## config.mk

```make
export PLATFORM = sky130hd
export DESIGN_NAME = led_panel_scan_dither_controller
export DESIGN_NICKNAME = d
export VERILOG_FILES = /design/src/rtl/core/lsdc_pkg.sv /design/src/rtl/core/lsdc_store.sv /design/src/rtl/core/lsdc_seg.sv /design/src/rtl/core/lsdc_ofifo.sv /design/src/rtl/core/led_panel_scan_dither_controller.sv
export SDC_FILE = /design/constraint.sdc
export NUM_CORES = 1
export LEC_CHECK = 0
export BUFFER_PORTS_ARGS = -buffer_cell sky130_fd_sc_hd__buf_2
export CAP_MARGIN = 30
export CORE_MARGIN = 1.5
export CORE_UTILIZATION = 45
export CTS_BUF_LIST = sky130_fd_sc_hd__clkbuf_8
export DETAILED_ROUTE_END_ITERATION = 8
export PLACE_DENSITY = 0.71
export SLEW_MARGIN = 25
export SYNTH_ARGS = -nofsm -noshare
export SYNTH_HDL_FRONTEND = slang
export SYNTH_HIERARCHICAL = 1
export SYNTH_SLANG_ARGS = --single-unit
export TNS_END_PERCENT = 1
```

## constraint.sdc

```tcl
create_clock -name i_clk -period 8.5 [get_ports i_clk]
set_input_delay 2.125 -clock i_clk [delete_from_list [all_inputs] [get_ports i_clk]]
set_output_delay 2.125 -clock i_clk [all_outputs]
set_load 0.02 [all_outputs]
```

## src/rtl/core/lsdc_pkg.sv

```systemverilog
// ----------------------------------------------------------------------------
// lsdc_pkg
// Types, constants and the COM code table of the LED panel scan controller.
// ----------------------------------------------------------------------------
package lsdc_pkg;

    localparam int NumSlot  = 15;
    localparam int SegW     = 16;
    localparam int ComW     = 8;
    localparam int CurW     = 4;
    localparam int FrameW   = 28;
    localparam int LevelW   = 2;
    localparam int WordW    = 30;
    localparam int PairW    = 2;
    localparam int PosW     = 3;
    localparam int ChW      = 2;
    localparam int SlotW    = 4;
    localparam int FifoDepth = 4;
    localparam int PtrW     = 2;
    localparam int CntW     = 3;

    localparam logic [PosW-1:0]  MaxPos   = 3'd4;
    localparam logic [ChW-1:0]   MaxCh    = 2'd2;
    localparam logic [CurW-1:0]  CurReset = 4'd13;
    localparam logic [LevelW-1:0] LvlOff  = 2'd0;
    localparam logic [LevelW-1:0] LvlHalf = 2'd1;

    typedef enum logic {
        REQ_WRITE = 1'b0,
        REQ_TICK  = 1'b1
    } t_req;

    typedef enum logic [1:0] {
        CFG_CURRENT_LEVEL = 2'd0,
        CFG_SPARE_SINK_ON = 2'd1
    } t_cfg_idx;

    typedef struct packed {
        logic              en;
        logic              driver;
        logic [PairW-1:0]  com_pair;
        logic [SlotW-1:0]  slot;
        logic [LevelW-1:0] level;
    } t_store_wr;

    typedef struct packed {
        logic              bus_select;
        logic [FrameW-1:0] frame_word;
        logic              last;
    } t_frame;

    function automatic logic [ComW-1:0] com_code(input logic [PairW-1:0] pair);
        logic [ComW-1:0] code;
        case (pair)
            2'd0:    code = 8'h30;
            2'd1:    code = 8'h0C;
            2'd2:    code = 8'h03;
            default: code = 8'hC0;
        endcase
        return code;
    endfunction

endpackage

```

## src/rtl/core/lsdc_store.sv

```systemverilog
// ----------------------------------------------------------------------------
// lsdc_store
// Channel level store: per driver four COM pair words of fifteen 2-bit levels.
// One write port; one read per driver at the scanned COM pair.
// ----------------------------------------------------------------------------
module lsdc_store (
    input  logic                             i_clk,
    input  logic                             i_rst_n,
    input  lsdc_pkg::t_store_wr              i_wr,
    input  logic [lsdc_pkg::PairW-1:0]       i_rd_pair,
    output logic [lsdc_pkg::WordW-1:0]       o_word0,
    output logic [lsdc_pkg::WordW-1:0]       o_word1
);

    logic [lsdc_pkg::WordW-1:0] r_store0 [4];
    logic [lsdc_pkg::WordW-1:0] r_store1 [4];

    always_ff @(posedge i_clk) begin
        if (!i_rst_n) begin
            for (int i = 0; i < 4; i++) begin
                r_store0[i] <= '0;
                r_store1[i] <= '0;
            end
        end else if (i_wr.en) begin
            if (i_wr.driver) begin
                r_store1[i_wr.com_pair][{i_wr.slot, 1'b0} +: lsdc_pkg::LevelW] <= i_wr.level;
            end else begin
                r_store0[i_wr.com_pair][{i_wr.slot, 1'b0} +: lsdc_pkg::LevelW] <= i_wr.level;
            end
        end
    end

    assign o_word0 = r_store0[i_rd_pair];
    assign o_word1 = r_store1[i_rd_pair];

endmodule

```

## src/rtl/core/lsdc_seg.sv

```systemverilog
// ----------------------------------------------------------------------------
// lsdc_seg
// Segment builder for one driver: decodes fifteen channel levels into
// segment bits for the current sub-frame and flags any half level.
// ----------------------------------------------------------------------------
module lsdc_seg (
    input  logic [lsdc_pkg::WordW-1:0] i_word,
    input  logic                       i_sub,
    input  logic                       i_spare,
    output logic [lsdc_pkg::SegW-1:0]  o_seg,
    output logic                       o_half
);

    always_comb begin
        logic [lsdc_pkg::LevelW-1:0] lv;
        o_seg  = '0;
        o_half = 1'b0;
        for (int s = 0; s < lsdc_pkg::NumSlot; s++) begin
            lv = i_word[2*s +: lsdc_pkg::LevelW];
            if (lv == lsdc_pkg::LvlHalf) begin
                o_half = 1'b1;
            end
            if (lv != lsdc_pkg::LvlOff && (!i_sub || lv != lsdc_pkg::LvlHalf)) begin
                o_seg[s+1] = 1'b1;
            end
        end
        if (i_spare) begin
            o_seg[0] = 1'b1;
        end
    end

endmodule

```

## src/rtl/core/lsdc_ofifo.sv

```systemverilog
// ----------------------------------------------------------------------------
// lsdc_ofifo
// Result queue of four frames; takes up to two frames a cycle, hands out one while the receiver is ready.
// ----------------------------------------------------------------------------
module lsdc_ofifo (
    input  logic                i_clk,
    input  logic                i_rst_n,
    input  logic                i_push0,
    input  lsdc_pkg::t_frame    i_frm0,
    input  logic                i_push1,
    input  lsdc_pkg::t_frame    i_frm1,
    output logic                o_room2,
    output logic                o_valid,
    input  logic                i_ready,
    output lsdc_pkg::t_frame    o_frm
);

    lsdc_pkg::t_frame              r_mem [lsdc_pkg::FifoDepth];
    logic [lsdc_pkg::PtrW-1:0]     r_wr_ptr, n_wr_ptr;
    logic [lsdc_pkg::PtrW-1:0]     r_rd_ptr, n_rd_ptr;
    logic [lsdc_pkg::CntW-1:0]     r_count, n_count;
    logic [lsdc_pkg::PtrW-1:0]     wr_ptr1;
    logic                          pop;

    assign pop     = o_valid && i_ready;
    assign o_valid = (r_count != '0);
    assign o_room2 = (r_count <= lsdc_pkg::CntW'(lsdc_pkg::FifoDepth - 2));
    assign o_frm   = r_mem[r_rd_ptr];
    assign wr_ptr1 = r_wr_ptr + 1'b1;

    always_comb begin
        n_wr_ptr = r_wr_ptr + lsdc_pkg::PtrW'(i_push0) + lsdc_pkg::PtrW'(i_push1);
        n_rd_ptr = r_rd_ptr + lsdc_pkg::PtrW'(pop);
        n_count  = r_count + lsdc_pkg::CntW'(i_push0) + lsdc_pkg::CntW'(i_push1)
                 - lsdc_pkg::CntW'(pop);
    end

    always_ff @(posedge i_clk) begin
        if (!i_rst_n) begin
            r_wr_ptr <= '0;
            r_rd_ptr <= '0;
            r_count  <= '0;
        end else begin
            r_wr_ptr <= n_wr_ptr;
            r_rd_ptr <= n_rd_ptr;
            r_count  <= n_count;
        end
    end

    always_ff @(posedge i_clk) begin
        if (i_push0) begin
            r_mem[r_wr_ptr] <= i_frm0;
        end
        if (i_push1) begin
            r_mem[wr_ptr1] <= i_frm1;
        end
    end

endmodule

```

## src/rtl/core/led_panel_scan_dither_controller.sv

```systemverilog
// ----------------------------------------------------------------------------
// led_panel_scan_dither_controller
// Scan controller for a two-driver RGB LED panel with 3-level dithering.
//
// Input channel (i_valid/o_ready): a write item sets one channel level; a
// tick item scans the COM pair of the current phase and advances the phase.
// Output channel (o_valid/i_ready): frame words, driver 0 before driver 1,
// o_last marking the final frame of a tick. Sub-frame 1 ticks without any
// half level emit nothing.
// A tick is held in the input register, then its frames are written to the
// result queue, whose head frame drives the output. Writes pass back to
// back; every tick, empty or not, waits for room for two frames in the
// four-frame result queue, which the single-frame output port drains.
// Reset: level store cleared, phase zero, current level 13, spare sink off.
// A stalled receiver holds the head frame; the queue fills, then the input
// register holds its tick and o_ready drops. Configuration writes apply to
// ticks leaving the input register afterwards.
// ----------------------------------------------------------------------------
module led_panel_scan_dither_controller (
    input  logic                           i_clk,
    input  logic                           i_rst_n,
    input  logic                           i_cfg_we,
    input  logic [1:0]                     i_cfg_idx,
    input  logic [lsdc_pkg::CurW-1:0]      i_cfg_data,
    input  logic                           i_valid,
    output logic                           o_ready,
    input  logic                           i_req_type,
    input  logic                           i_driver,
    input  logic [lsdc_pkg::PairW-1:0]     i_com_pair,
    input  logic [lsdc_pkg::PosW-1:0]      i_led_pos,
    input  logic [lsdc_pkg::ChW-1:0]       i_channel,
    input  logic [lsdc_pkg::LevelW-1:0]    i_level,
    output logic                           o_valid,
    input  logic                           i_ready,
    output logic                           o_bus_select,
    output logic [lsdc_pkg::FrameW-1:0]    o_frame_word,
    output logic                           o_last
);

    logic                           r_vld;
    lsdc_pkg::t_req                 r_req;
    logic                           r_drv;
    logic [lsdc_pkg::PairW-1:0]     r_pair;
    logic [lsdc_pkg::PosW-1:0]      r_pos;
    logic [lsdc_pkg::ChW-1:0]       r_ch;
    logic [lsdc_pkg::LevelW-1:0]    r_lvl;
    logic [2:0]                     r_phase;
    logic [lsdc_pkg::CurW-1:0]      r_cur;
    logic                           r_spare;

    logic                           advance;
    logic                           in_xfer;
    logic                           is_tick;
    logic                           room2;
    lsdc_pkg::t_store_wr            store_wr;
    logic [lsdc_pkg::WordW-1:0]     word0, word1;
    logic [lsdc_pkg::SegW-1:0]      seg0, seg1;
    logic                           half0, half1;
    logic                           emit0, emit1;
    logic [lsdc_pkg::PairW-1:0]     scan_pair;
    logic                           scan_sub;
    lsdc_pkg::t_frame               frm0, frm1, push_frm0, head;
    logic                           push0, push1;

    assign scan_pair = r_phase[2:1];
    assign scan_sub  = r_phase[0];
    assign is_tick   = (r_req == lsdc_pkg::REQ_TICK);
    assign advance   = r_vld && (!is_tick || room2);
    assign o_ready   = !r_vld || advance;
    assign in_xfer   = i_valid && o_ready;

    always_ff @(posedge i_clk) begin
        if (!i_rst_n) begin
            r_vld <= 1'b0;
        end else if (o_ready) begin
            r_vld <= i_valid;
        end
    end

    always_ff @(posedge i_clk) begin
        if (in_xfer) begin
            r_req  <= lsdc_pkg::t_req'(i_req_type);
            r_drv  <= i_driver;
            r_pair <= i_com_pair;
            r_pos  <= i_led_pos;
            r_ch   <= i_channel;
            r_lvl  <= i_level;
        end
    end

    always_ff @(posedge i_clk) begin
        if (!i_rst_n) begin
            r_phase <= '0;
        end else if (advance && is_tick) begin
            r_phase <= r_phase + 1'b1;
        end
    end

    always_ff @(posedge i_clk) begin
        if (!i_rst_n) begin
            r_cur   <= lsdc_pkg::CurReset;
            r_spare <= 1'b0;
        end else if (i_cfg_we) begin
            unique case (lsdc_pkg::t_cfg_idx'(i_cfg_idx))
                lsdc_pkg::CFG_CURRENT_LEVEL: r_cur   <= i_cfg_data;
                lsdc_pkg::CFG_SPARE_SINK_ON: r_spare <= i_cfg_data[0];
                default: ;
            endcase
        end
    end

    always_comb begin
        store_wr.en       = advance && !is_tick && (r_pos <= lsdc_pkg::MaxPos)
                          && (r_ch <= lsdc_pkg::MaxCh);
        store_wr.driver   = r_drv;
        store_wr.com_pair = r_pair;
        store_wr.slot     = {r_pos, 1'b0} + {1'b0, r_pos} + {2'b00, r_ch};
        store_wr.level    = r_lvl;
    end

    lsdc_store u_store (
        .i_clk     (i_clk),
        .i_rst_n   (i_rst_n),
        .i_wr      (store_wr),
        .i_rd_pair (scan_pair),
        .o_word0   (word0),
        .o_word1   (word1)
    );

    lsdc_seg u_seg0 (
        .i_word  (word0),
        .i_sub   (scan_sub),
        .i_spare (r_spare),
        .o_seg   (seg0),
        .o_half  (half0)
    );

    lsdc_seg u_seg1 (
        .i_word  (word1),
        .i_sub   (scan_sub),
        .i_spare (r_spare),
        .o_seg   (seg1),
        .o_half  (half1)
    );

    always_comb begin
        emit0 = !scan_sub || half0;
        emit1 = !scan_sub || half1;

        frm0.bus_select = 1'b0;
        frm0.frame_word = {r_cur, lsdc_pkg::com_code(scan_pair), seg0};
        frm0.last       = !emit1;

        frm1.bus_select = 1'b1;
        frm1.frame_word = {r_cur, lsdc_pkg::com_code(scan_pair), seg1};
        frm1.last       = 1'b1;

        // compact: lone driver 1 frame goes in the first push slot
        push_frm0 = emit0 ? frm0 : frm1;
        push0     = advance && is_tick && (emit0 || emit1);
        push1     = advance && is_tick && emit0 && emit1;
    end

    lsdc_ofifo u_ofifo (
        .i_clk   (i_clk),
        .i_rst_n (i_rst_n),
        .i_push0 (push0),
        .i_frm0  (push_frm0),
        .i_push1 (push1),
        .i_frm1  (frm1),
        .o_room2 (room2),
        .o_valid (o_valid),
        .i_ready (i_ready),
        .o_frm   (head)
    );

    assign o_bus_select = head.bus_select;
    assign o_frame_word = head.frame_word;
    assign o_last       = head.last;

endmodule

```

Word-level counts from Yosys, hierarchy flattened --
Memories as Yosys holds them, arrays and structs flattened. A register that Yosys moved wholly into a read port is not among the register bits. Cells that the tools add are included.
Word-level totals: bits in registers 27, memory bits (writable) 360, bits of input ports 22, output and inout port bits 32, word-level logic and storage cells 298, memories 3
Cells by class: add/subtract/negate cells 11, order comparisons 3, equality and inequality tests 63, shift operators 2, muxes and demuxes 87, reduce and logical (&&, ||, !) cells 116
Memories:
- u_ofifo.r_mem | depth 4, width 30, rd ports 1, clocked after Yosys merged registers in 1, wr ports 2, RTL line lsdc_ofifo.sv:18 | lsdc_pkg::t_frame r_mem [lsdc_pkg::FifoDepth];
- u_store.r_store0 | depth 4, width 30, rd ports 1, clocked after Yosys merged registers in 1, wr ports 4, RTL line lsdc_store.sv:15 | logic [lsdc_pkg::WordW-1:0] r_store0 [4];
- u_store.r_store1 | depth 4, width 30, rd ports 1, clocked after Yosys merged registers in 1, wr ports 4, RTL line lsdc_store.sv:16 | logic [lsdc_pkg::WordW-1:0] r_store1 [4];
Operator list (number):
- $mux 30 | 7
- $mux 1 | 72
- $eq 2x1->1 const B | 32
- $ne 2x1->1 const B | 30
- $reduce_bool 2->1 | 30
- $reduce_or 30->1 | 2
- $logic_and 1x1->1 | 40
- $logic_or 1x1->1 | 35
- $shift 2x7->30 const A | 1
- $shiftx 2x7->30 | 1
- $pmux 8 s3 | 1
- $mux 2 | 7
- $neg 5->7 | 1
- $add 2x1->2 | 3
- $add 3x1->3 | 2
- $add 4x2->4 | 1
- $add 4x3->4 | 1
- $logic_not 1->1 | 4
- $logic_not 2->1 | 2
- $reduce_and 2->1 | 2
- $add 3x1->3 const B | 1
- $le 3x2->1 const B | 1
- $le 3x3->1 const B | 1
- $reduce_bool 3->1 | 1
- 4 further kinds | 4

Logic depth before layout (Yosys ltp) --
depth in word-level cells 22, gate-level depth with buffers 16

By module --
Netlist, hierarchy kept.
By module, submodules not included:
- lsdc_store | instances 1, cells an instance 897, area an instance 11755.0 µm², seq. area each 7206.9 µm²
- lsdc_ofifo | instances 1, cells an instance 332, area an instance 6144.6 µm², seq. area each 3743.6 µm²
- led_panel_scan_dither_controller | instances 1, cells an instance 95, area an instance 1174.9 µm², seq. area each 510.5 µm²
- lsdc_seg | instances 2, cells an instance 42, area an instance 250.2 µm², seq. area each 0.0 µm²

Worst setup path after synthesis --
Ideal clock, no wire load.
path kind reg2reg, from register r_phase[1] (netlist name), to memory u_ofifo/r_mem[2][0] (netlist name), enable pin, setup time 0.459 ns, arrival 4.731 ns, required time 8.041 ns, setup slack 3.311 ns, cell stages (with the launch flop) 13, path buffers 4, cells stage by stage dfxtp_1 > clkbuf_1 > buf_2 > mux4_2 > o22ai_1 > a221oi_1 > nand3_1 > nor2b_4 > buf_6 > buf_12 > a21oi_1 > nand2_1 > o21ai_0
RTL lines (RTL line):
- end: declaration | lsdc_ofifo.sv:18

==> qor.txt <==
Endpoints failing hold: 0
Die ar.: 44,800 µm²
Initial Util: 45.5%
Synth cell types: 68
Hold_buf cts: 0
Syn Std Cell Area: 19,600 µm²
Total gr overflow: 0
Final non-filler cell total: 2,071
Post-synth top flop: edfxtp_1
Crit path top cell by count: buf_4
Layout fillers: 3,696
RSZ-0062 raised after global routing: no
Share of the synthesized area in the top cell type: 56.9%
Worst r2r src: r_phase[2]
Vias: 12,300
Dominant cell type by area after synthesis: edfxtp_1
Area contributors post-synth: edfxtp_1 57%, mux4_2 10%, mux2_2 7.2%
Max_cap viols: 0
Pin count of the biggest net entering global routing: 80
CP Max Fanout: 38
Tcrit/Tclk final: 60.9%
Detailed Route WL: 47.9 mm
CP cell instances: buf_4 -> mux4_2 -> inv_1 -> o22ai_1 -> nor4_1 -> nand3_1 -> a21boi_0 -> nor2_1 -> nand3_1 -> buf_4 -> o21ai_2 -> buf_4
Antenna diodes: 0
CTS Buffer Depth: 3
Clk slew on worst S/H paths: 0.05 ns
Clock Latency Late Sink: 0.60 ns
Sequential fraction of the synthesis area: 58.5%
CP max stage delay: 0.77 ns
Top Family by Delay on Critical Path: simple AND/OR/NAND/NOR gates
Final setup viols: 0
Io pins: 54
Number of flops mapped to enable cells by yosys: 371
Synthesis-to-finish area growth: 9.29%
Beginning of the critical path: r_phase[2]
Core area: 43,000 µm²
Switching power: 0.00144 W
TritonCTS clock tree: yes
Layout net count: 1,477
P_leak: 7.03 nW
Power per Cell Area: 220 nW/µm²
Worst VDD drop: 0.000272 V
Startpoint Class: flip-flop
H-tree depth: 3
Skew final: 0.0301 ns
Ratio of cells with drive above 1 in the final layout: 29.5%
WL/cell: 23.1 µm
Initial antenna violation count: 0
Flops & latches, synth: 387
Gp weighted congestion: 0.859
HPWL Detailed: 30.9 mm
WP buf/inv: 4
Arrival time worst endpoint: 5.46 ns
Fmax: 193 MHz
# DRC: 0
Async SR Flop Fraction: 0%
Vias in the first global route: 12,600
Combinational power share: 20.5%
Final Max Slew Viols: 0
Gr usage total: 21.9%
Syn Area/Cell: 13.9 µm²
Worst setup EP type: flip-flop
Post-route ant nets: 0
Hold Crit Class: reg -> reg
Postcts setup bufs: 0
PortBufs: 53
HP Start: r_vld
Num CTS Buffers: 67
DR pass1 iterations: 6
Sw Ratio: 30.7%
CTS Sinks: 387
Fin crit period: 5.18 ns
Initial drt markers: 1,560
Sequential fraction of design power: 47.8%
Setup TNS Final: 0 ns
CP max-delay cell: dfxtp_2
Internal Pwr Total: 0.00327 W
WS Path Type: reg -> reg
Top post-synthesis cells by count: 371 x edfxtp_1, 147 x nor2_1, 126 x mux2_2
Worst EP required: 8.78 ns
Worst-Margin Slew: 0.945 ns
FP Rows: 76
Max-slew headroom: 36.6%
CTS resizes: 0
CTS Root Cell: clkbuf_8
Via/cell ratio: 5.95
Die width: 212 µm
Status: completed
Inst Count DP: 1,951
Clock share of power: 31.7%
YS warnings: 6
Count leader, synth: edfxtp_1
Gate count of the mapped netlist: 1,408
Global-route wire length before repair: 73.9 mm
Die Y: 212 µm
[flip-flops by register name, indices dropped and copies added (netlist names)]
register and flops:
r_lvl 2, r_vld 1, r_cur 4, u_store/r_store0 120
is_tick 1, r_phase 3, r_pos 3, r_spare 1
u_ofifo/r_count 3, u_ofifo/r_rd_ptr 2, u_store/r_store1 120, u_ofifo/r_mem 120
u_ofifo/r_wr_ptr 2, r_ch 2, r_drv 1, r_pair 2
[cell families (layout without fill, tap and decap cells)]
| kind of cell | count (synthesis) | after routing | share of synthesized area [%] |
|---|---|---|---|
| and+or+nand+nor | 399 | 399 | 11.0 |
| other | 1 | 8 | 0.0192 |
| xor gates and xnor gates | 9 | 9 | 0.403 |
| muxes | 232 | 232 | 18.6 |
| DFF | 387 | 387 | 58.5 |
| buffers and inverters | 169 | 240 | 3.91 |
| adders and majority gates | 16 | 16 | 1.21 |
| AOI/OAI and AO/OA | 195 | 195 | 6.29 |
[final cells by class]
cell class	instances	area [µm²]	share of cell area, %
Tap cell	585	732	3.42
Timing Repair Buffer	74	465	2.18
Multi-Input combinational cell	859	7400	34.6
Inverter	50	188	0.877
Clock inverter	48	205	0.959
Clock buffer	68	936	4.37
Sequential cell	387	11500	53.6
[stage by stage]
| step | setup slack [ns] | hold slack [ns] | utilization (%) | total power, W | area (µm²) |
|---|---|---|---|---|---|
| final | 3.32 | 0.550 | 49.8 | 0.00471 | 21400 |
| after global placement | 3.43 | 0.537 | 46.9 | 0.00322 | 20200 |
| after detailed placement | 3.30 | 0.544 | 47.0 | 0.00325 | 20200 |
| after CTS | 3.29 | 0.556 | 49.6 | 0.00473 | 21300 |
| after global routing | 3.09 | 0.569 | 49.8 | 0.00490 | 21400 |
| after floorplan | 3.31 | 0.452 | - | 0.00300 | 19600 |
[metal layers]
layer | global-route usage, % | vias to the layer above | share of wire [%]
li1 | - | 5420 | -
met1 | 28.6 | 6130 | 39
met2 | 37.0 | 663 | 50
met3 | 3.81 | 105 | 8.6
met4 | 7.64 | 0 | 2.6
met5 | 0 | - | 0
[cell usage in the layout (no fill, tap or decap), types with 8 or more instances in the layout]
cell / count
nand2b_1: 13
clkinv_1: 15
clkbuf_8: 68
buf_4: 16
o22ai_1: 11
nor4_2: 8
mux2_4: 8
nor4_1: 10
nor3_1: 57
dfxtp_1: 13
nand3_1: 31
mux4_2: 90
nand2_1: 44
edfxtp_1: 371
conb_1: 8
o21ai_0: 114
nor2b_1: 10
nand3b_1: 8
nor3_2: 31
ha_1: 11
inv_1: 75
mux2_2: 126
buf_2: 53
a21o_1: 29
nor2_1: 146
and2_1: 11
[worst reg2reg max path, delay by kind of cell, from the launching register on]
family / cells / cell delay [ns]
buffers and inverters: 4 / 1.36
muxes: 1 / 0.46
AOI/OAI and AO/OA: 3 / 0.70
DFF: 1 / 0.77
and+or+nand+nor: 4 / 1.57
[power groups by stage]
| stage | logic (W) | registers (W) | clock network, W |
|---|---|---|---|
| floorplan | 0.000747 | 0.00225 | 0 |
| global placement | 0.000934 | 0.00229 | 0 |
| detailed placement | 0.000953 | 0.00229 | 0 |
| CTS | 0.000956 | 0.00225 | 0.00152 |
| global route | 0.00104 | 0.00226 | 0.00160 |
| finish | 0.000964 | 0.00225 | 0.00149 |
[final timing paths]
kind	cells after the start	slack, ns	end
max	12	3.32	u_ofifo/r_mem[0][9]
min	2	0.55	r_phase[2]
max reg2reg	12	3.32	u_ofifo/r_mem[0][9]
min reg2reg	2	0.55	r_phase[2]
No activity file was read; power rests on OpenSTA's default activity.
